===== src/rtl/bmac_pkg.sv =====
package bmac_pkg;

	localparam int IN_W     = 32;
	localparam int LANES    = 3;
	localparam int S_DATA_W = 2 * LANES * IN_W;
	localparam int CLASS_W  = 2;
	localparam int M_DATA_W = 8;

	typedef enum logic [CLASS_W-1:0] {
		CLASS_RELAXED   = 2'd0,
		CLASS_FOCUSED   = 2'd1,
		CLASS_WANDERING = 2'd2
	} class_t;

	// per-cycle commands from the sequencer to the rank lanes
	typedef struct packed {
		logic start;
		logic load_cand;
		logic count;
		logic eval;
	} rank_ctl_t;

endpackage


===== src/rtl/bmac_rank_lane.sv =====
module bmac_rank_lane #(
	parameter int SW = 32,
	parameter int CW = 7
) (
	input  logic                clk,
	input  logic                arst_n,
	input  bmac_pkg::rank_ctl_t ctl,
	input  logic [SW-1:0]       rd_data,
	input  logic [CW-1:0]       rank,
	output logic                done,
	output logic [SW-1:0]       median
);

	logic [SW-1:0] cand_q;
	logic [SW-1:0] med_q;
	logic [CW-1:0] below_q;
	logic [CW-1:0] upto_q;
	logic          found_q;
	logic          hit;

	// candidate sits at the wanted rank when fewer are below and more are at or below
	assign hit    = (below_q <= rank) && (rank < upto_q);
	assign done   = found_q || hit;
	assign median = med_q;

	always_ff @(posedge clk or negedge arst_n) begin
		if (!arst_n) begin
			found_q <= 1'b0;
			below_q <= '0;
			upto_q  <= '0;
		end else begin
			if (ctl.start) begin
				found_q <= 1'b0;
			end
			if (ctl.load_cand) begin
				below_q <= '0;
				upto_q  <= '0;
			end else if (ctl.count) begin
				if (rd_data < cand_q) begin
					below_q <= below_q + CW'(1);
				end
				if (rd_data <= cand_q) begin
					upto_q <= upto_q + CW'(1);
				end
			end
			if (ctl.eval && !found_q && hit) begin
				found_q <= 1'b1;
			end
		end
	end

	always_ff @(posedge clk) begin
		if (ctl.load_cand) begin
			cand_q <= rd_data;
		end
		if (ctl.eval && !found_q && hit) begin
			med_q <= cand_q;
		end
	end

endmodule


===== config.mk =====
export PLATFORM = sky130hd
export DESIGN_NAME = bmac_rank_lane
export DESIGN_NICKNAME = d
export VERILOG_FILES = /design/src/rtl/bmac_pkg.sv /design/src/rtl/bmac_rank_lane.sv
export SDC_FILE = /design/constraint.sdc
export NUM_CORES = 1
export LEC_CHECK = 0
export ABC_CLOCK_PERIOD_IN_PS = 4000
export BUFFER_PORTS_ARGS = -buffer_cell sky130_fd_sc_hd__buf_4
export CAP_MARGIN = 5
export CORE_ASPECT_RATIO = 1.2
export CORE_UTILIZATION = 55
export DETAILED_ROUTE_END_ITERATION = 7
export GPL_TIMING_DRIVEN = 0
export PLACE_DENSITY = 0.86
export REMOVE_ABC_BUFFERS = 1
export SYNTH_ARGS = -nofsm -noshare
export SYNTH_HDL_FRONTEND = slang
export SYNTH_SLANG_ARGS = --single-unit

===== constraint.sdc =====
create_clock -name clk -period 4 [get_ports clk]
set_input_delay 0 -clock clk [delete_from_list [all_inputs] [get_ports clk]]
set_output_delay 0 -clock clk [all_outputs]
set_load 0.01 [all_outputs]

==> impl_metrics.tcl <==
set metrics [dict create \
    cp_data_required_time_ns 4.24 \
    rsz0062_at_grt "false" \
    port_buffers 77 \
    power_leakage_nw 2.253 \
    rrSetupSlack_ns 1.21 \
    clockBufferDepth 2 \
    coreArea_mm2 0.006813 \
    path_max_fanout 10 \
    gr-total-overflow 0 \
    ys_async_sr_fraction_pct 18.99 \
    clkTransAtPathRegs_ns 0.09 \
    area_growth_pct 32.67 \
    finalWirelength_um 8285 \
    path_buf_inv 1 \
    antenna_found_initial 0 \
    hp-class "in -> async" \
    yosysSeqAreaShare_pct 59.69 \
    drive_gt1_share_pct 23.15 \
    hold_viol 0 \
    worstSetupPathType "reg -> reg" \
    die_area_mm2 0.007338 \
    synth-seq-cells 79 \
    start_util_pct 56.49 \
    path_cells "inv_1 -> ha_1 -> a21oi_1 -> o21ai_0 -> a22o_1 -> or3_1 -> o21bai_4 -> nand4_1 -> mux2_1" \
    slew_headroom_pct 53.57 \
    cts_made_buffers 9 \
    rows 33 \
    drt_first_pass_iters 4 \
    cts_root_buf "clkbuf_8" \
    post_cts_resized 0 \
    cts_tree "built" \
    drt-initial-drc-count 154 \
    vias 2802 \
    syn_inst 307 \
    yosysTopAreaCellShare_pct 49.93 \
    period_share_pct 69.63 \
    setup_viol 0 \
    io_pins 78 \
    synth_edf_count 64 \
    status "complete, no violations" \
    vdd_drop_max_v 0.0001961 \
    cts.htree.levels 3 \
    power.density_mw_per_mm2 362.6 \
    postSynthAreaPerCell_um2 12.54 \
    antenna_left 0 \
    worstPathArrival_ns 3.02 \
    startpoint_type "flop" \
    place_congestion 0.8278 \
    die_height_um 93.64 \
    final.setup.tns_ns 0 \
    power_mw 1.851 \
    final_cell_mix "buf_4, edfxtp_1, inv_1" \
    dp_hpwl_um 5506 \
    synth_flop_cell "edfxtp_1" \
    ctsHoldBuffers 34 \
    worst_pin_slew_ns 0.6932 \
    diodes 0 \
    skew_ns 0.009248 \
    die_w_um 78.37 \
    clock_latency_ns 0.35 \
    slew_violations 0 \
    crit_path_top_delay_cell "or3_1" \
    wire_per_inst_um 15.96 \
    finalCriticalPeriod_ns 2.785 \
    cts_setup_buffers 0 \
    synth_area_leaders "edfxtp_1, ha_1, dfrtp_1" \
    max_freq_mhz 359.0 \
    route.detailed.drc 0 \
    via_per_inst 5.399 \
    critPathTopFamily "compound AO/OA/AOI/OAI gates" \
    yosys_warnings 0 \
    drv_cap 0 \
    mostFrequentLayoutCell "buf_4" \
    whs_ns 0.03310 \
    ys_types 37 \
    nets 519 \
    syn-cell-area_mm2 0.003849 \
    grt_max_degree 49 \
    grt_pass1_vias 2813 \
    end_kind "flop" \
    utilization_pct 74.95 \
    cts.sinks 79 \
    slowest_delay_ns 0.52 \
    grt_usage_pct 24.24 \
    yosys.area.top_type "edfxtp_1" \
    grt_first_pass_wirelength_um 13150 \
]
## area by class of cell
type	instances	area, um^2
Clock buffer	9	123.9
Clock inverter	7	80.08
Fill cell	446	1707
Inverter	49	183.9
Multi-Input combinational cell	176	1366
Sequential cell	79	2297
Tap cell	87	108.9
Timing Repair Buffer	112	945.9
## routing by layer
layer  vias up  track usage, %  part of all wire, %  wire length [um]
met1      1346           26.62                   38              3140
met2        86           43.71                   55              4557
li1       1350               -                    -                 -
met3        20           5.073                  4.4               368
met4         0           12.65                  2.6               219
met5         -               0                    0                 0
## cells in the mapped netlist (all sizes together) (4+ instances only)
cell type / count
edfxtp: 64
xnor2: 5
dfrtp: 15
ha: 47
nand2: 14
nor2: 16
o21ai: 8
inv: 49
nand4: 11
a21oi: 24
nor3: 4
or4: 4
nand3: 8
a21o: 9
## flip-flops by register name, summed over array words and instances (netlist names)
signal / flops
below_q: 7
cand_q: 32
found_q: 1
median: 32
upto_q: 7
## logic make-up (layout without fill, tap and decap cells)
logic type	Yosys count	in the layout	share of synthesized area, %
xor gates and xnor gates	5	5	1.138
buffers and inverters	52	177	5.104
adders and majority gates	47	47	15.28
AOI/OAI and AO/OA	52	52	8.615
muxes	3	3	0.8452
and+or+nand+nor	69	69	9.331
DFF	79	79	59.69
## stage by stage
step | instances | area (um^2) | worst slack [ns]
after floorplan | 304 | 3836 | 0.5174
after global placement | 468 | 4523 | -0.2331
after detailed placement | 469 | 4562 | 1.260
after CTS | 519 | 5106 | 1.220
after global routing | 519 | 5106 | 1.002
final | 519 | 5106 | 1.215
## power by group
group / internal (mW) / switching [mW] / total, mW
combinational: 0.131 / 0.135 / 0.266
sequential: 0.946 / 0.0260 / 0.972
clock: 0.297 / 0.317 / 0.614
total: 1.37 / 0.477 / 1.85
## path summary, 6_finish.rpt
kind,cells past startpoint,to,from
worst min register to register,0,median[11],cand_q[11]
min in group clk,2,below_q[4],ctl[2]
worst min-delay path,2,found_q,arst_n
max in group asynchronous,2,below_q[2],arst_n
worst max-delay path,9,upto_q[3],cand_q[23]
worst max register to register,9,upto_q[3],cand_q[23]
No activity file was read; power rests on OpenSTA's default activity.
