==> config.mk <==
export PLATFORM = sky130hd
export DESIGN_NAME = bmac_win_mem
export DESIGN_NICKNAME = d
export VERILOG_FILES = /design/src/rtl/bmac_win_mem.sv
export SDC_FILE = /design/constraint.sdc
export NUM_CORES = 2
export LEC_CHECK = 0
export BUFFER_PORTS_ARGS = -buffer_cell sky130_fd_sc_hd__buf_2
export CAP_MARGIN = 20
export CORE_MARGIN = 4
export CORE_UTILIZATION = 29
export DETAILED_ROUTE_END_ITERATION = 10
export PLACE_DENSITY = 0.53
export SLEW_MARGIN = 20
export SYNTH_ARGS = -nofsm -noshare
export SYNTH_HDL_FRONTEND = slang
export SYNTH_SLANG_ARGS = --single-unit
export TNS_END_PERCENT = 20
==> constraint.sdc <==
create_clock -name clk -period 4.36 [get_ports clk]
set_input_delay 0.218 -clock clk [delete_from_list [all_inputs] [get_ports clk]]
set_output_delay 0.218 -clock clk [all_outputs]
set_load 0.005 [all_outputs]
==> src/rtl/bmac_win_mem.sv <==
module bmac_win_mem #(
	parameter int DEPTH = 62,
	parameter int AW    = 6,
	parameter int SW    = 32
) (
	input  logic          clk,
	input  logic          we,
	input  logic [AW-1:0] waddr,
	input  logic [SW-1:0] wdata,
	input  logic [AW-1:0] raddr,
	output logic [SW-1:0] rdata
);

	logic [SW-1:0] mem [DEPTH];
	logic [SW-1:0] rdata_q;

	always_ff @(posedge clk) begin
		if (we) begin
			mem[waddr] <= wdata;
		end
		rdata_q <= mem[raddr];
	end

	assign rdata = rdata_q;

endmodule

==> run summary <==
Hold Path Depth - 2
hold worst-path end - mem[12][27]$_DFFE_PP_
worst-path maximum fanout - 31
Clock Skews - 26.81 ps
fraction of registers with async set or reset after synthesis - 0%
Hold Crit Class - input port to register
leakage power - 27.02 nW
fraction of power spent switching nets - 20.96%
Switching Power - 8.462 mW
sequential group share of total power - 53.4%
routed length per instance - 27.28 um
Synth Instances - 3,321
worst reg2reg endpoint - rdata[18]$_DFF_P_
Buf/Inv on CP - 3
antenna violations before repair - 24
number of fill cells in the layout - 24.31k
post-synth design cell area - 0.07619 mm^2
final setup TNS - 0 ps
Seq/Total Area, Yosys - 79.03%
Clock H-tree levels - 4
Synth Net Count - 3,367
maximum clock frequency - 0.3309 GHz
Yosys Warn Count - 0
vias per inst - 4.920
violation count after the first detailed-route iteration - 3,260
antenna viol nets, final - 0
post-cts hold buffer count - 2
crit end category - register
synthesized area per cell - 22.94 um^2
area growth from synthesis to layout - 16.14%
minimum clock period - 3022 ps
number of flip-flops and latches in the synthesized netlist - 2,016
cells along the critical path - dlygate4sd3_1 > buf_4 > or3_1 > buf_4 > o22ai_1 > nor4_1 > a22o_1
GRT overflow - 0
footprint of the multi-input gates - 0.01545 mm^2
clock power share - 41.8%
type of the worst setup path - input port to register
total routing resource utilization after global routing - 14.39%
row count - 187
Peak VDD IR - 443.8 uV
y dimension of the die - 520.6 um
final-stage net count - 3,629
crit path launch type - input port
initial core utilization - 29.23%
reg-to-reg setup timing slack - 2050 ps
number of flops mapped to enable cells by yosys - 1,984
HPWL after DPL - 115.2 mm
Resize count post-CTS - 0
global-route wire length before repair - 281.4 mm
width of the die - 520.6 um
Top Ports - 78
Yosys cell types - 45
global placer's final weighted congestion - 0.7561
transition time at the pin with the least slew margin - 1212 ps
die area - 0.2710 mm^2
busiest layer in global routing - met2
area of the core - 0.2606 mm^2
max-slew violation count - 0
share of the clock period used by the worst path after layout - 69.31%
clock latency at the later pin of the worst-skew pair - 820 ps
first-pass iteration count of the detailed router - 6
hold path startpoint - wdata[27]
via count of the first global-routing pass - 36.66k
final core area utilization - 33.95%
most instantiated flip-flop cell in the synthesis netlist - sky130_fd_sc_hd__edfxtp_1
Reg area - 0.06022 mm^2
Post-CTS Setup Repair Bufs - 0
I/O Buffers - 77
via count of the routed design - 35.69k
layout cell share with drive strength beyond 1 - 28.93%
WP data arrival - 3770 ps
global-route track usage on met2 - 23.43%
# Max-Cap Violations - 0
worst-case clock buffer depth - 3
headroom to the max-slew limit - 18.46%
cell occurring most often along the worst timing path - sky130_fd_sc_hd__buf_4
met3 GRT Util - 3.248%
clock tree from TritonCTS - yes
critical path's slowest cell - sky130_fd_sc_hd__nor4_1
non-filler cells in the finished layout - 7,255
clock input transition at the sequential cells of the worst setup and hold paths - 60 ps
power density over the cells - 456.2 mW/mm^2
fraction of met1 tracks used by global routing - 19.38%
internal power component - 31.91 mW
worst reg2reg path depth - 5
family with the most delay on the worst path - simple AND/OR/NAND/NOR gates
cell at the root of the clock tree - sky130_fd_sc_hd__clkbuf_16
sink count of the clock tree - 2,016
RSZ-0062 raised after global routing - false
critical path data required time - 5110 ps
slowest cell delay on critical path - 1070 ps
pin count of the biggest net entering global routing - 91
startpoint of the worst-slack reg-to-reg timing path - mem[19][18]$_DFFE_PP_
outcome - finished clean
combinational cell fraction of total power - 4.8%
# setup viols final - 0
Final Hold Slack - 67.32 ps
DRC errors left - 0
total CTS buffers - 197
placed cell count - 6,860
wirelength, routed - 197.9 mm
final hold vios - 0
-- registers in the layout, indices dropped and copies added, names as in the netlist --
name	flops
rdata	32
mem	1984
-- final cells by class --
cell class	count	area share (%)
multi-input combinational	1115	17.46
antenna	9	0.02545
clock buffer	259	6.126
inverter	3	0.01273
clock inverter	107	1.125
timing repair buffer	250	2.262
tap	3496	4.943
sequential	2016	68.05
-- cells in the final DEF (no fill, tap or decap), types with 44 or more instances in the layout --
master	n
sky130_fd_sc_hd__mux2i_1	65
sky130_fd_sc_hd__mux4_2	489
sky130_fd_sc_hd__clkinv_1	50
sky130_fd_sc_hd__edfxtp_1	1984
sky130_fd_sc_hd__nand2_1	54
sky130_fd_sc_hd__buf_4	158
sky130_fd_sc_hd__clkbuf_1	44
sky130_fd_sc_hd__nor2_1	51
sky130_fd_sc_hd__o22ai_1	123
sky130_fd_sc_hd__buf_2	54
sky130_fd_sc_hd__nor2_4	60
sky130_fd_sc_hd__clkbuf_16	204
-- power by group through the flow --
stage,combinational [mW],sequential [mW],clock [mW]
6_report,1.94,21.5,16.9
5_1_grt,2.07,21.6,18.0
4_1_cts,1.95,21.6,17.2
3_5_place_dp,1.95,22.0,0
3_3_place_gp,1.92,22.0,0
2_1_floorplan,1.03,21.9,0
-- layer usage --
metal,vias up,routed length (um)
met1,19606,83940
met2,1058,95700
li1,14744,-
met4,18,4910
met5,-,118
met3,265,13220
-- worst max-delay path by stage --
stage,from,endpoint,cells after the start
detailed placement,raddr[4],rdata[21]$_DFF_P_,5
global route,raddr[4],rdata[16]$_DFF_P_,7
global placement,raddr[0],rdata[5]$_DFF_P_,7
CTS,raddr[4],rdata[21]$_DFF_P_,6
finish,raddr[4],rdata[16]$_DFF_P_,7
floorplan,waddr[4],mem[32][0]$_DFFE_PP_,4
-- logic make-up (layout without fill, tap and decap cells) --
group	Yosys count	count (layout)	synth area share, %
AOI/OAI and AO/OA	272	272	2.407
DFF	2016	2016	79.03
muxes	569	569	15.53
buffers and inverters	190	619	1.347
and+or+nand+nor	274	274	1.685
other	0	9	0
-- synth_stat cells, drive strengths merged (2+ instances only) --
cell type | number | area [um^2]
edfxtp | 1984 | 59580
mux4 | 489 | 11010
o22ai | 123 | 769.5
buf | 115 | 744.5
nor2 | 111 | 416.7
clkbuf | 72 | 270.3
mux2i | 65 | 650.6
nand2 | 54 | 202.7
a21oi | 32 | 160.2
dfxtp | 32 | 640.6
o21ai | 29 | 145.1
nand2b | 21 | 131.4
nor3 | 20 | 100.1
a22o | 19 | 166.4
mux2 | 15 | 168.9
nand3 | 14 | 70.07
o22a | 14 | 122.6
nor4 | 13 | 81.33
o221ai | 12 | 105.1
nand3b | 9 | 67.56
or3 | 9 | 56.30
o2111ai | 7 | 61.31
o211a | 7 | 70.07
o311ai | 7 | 61.31
o31ai | 7 | 52.55
or2 | 7 | 43.79
nor2b | 5 | 31.28
nand4 | 4 | 25.02
a31oi | 3 | 18.77
inv | 3 | 11.26
o2bb2ai | 3 | 26.28
or3b | 3 | 26.28
a211o | 2 | 17.52
a211oi | 2 | 15.01
a311oi | 2 | 17.52
o32ai | 2 | 17.52
-- through the flow --
step | worst slack [ps] | total power, mW | instance area, um^2
final | 1338 | 40.37 | 88490
after floorplan | 835.4 | 22.94 | 76190
after global placement | 760.0 | 23.89 | 81770
after CTS | 1428 | 40.75 | 88230
after global routing | 1389 | 41.66 | 88480
after detailed placement | 1093 | 23.92 | 81800
Note: power is estimated with default switching activity, not from simulation.
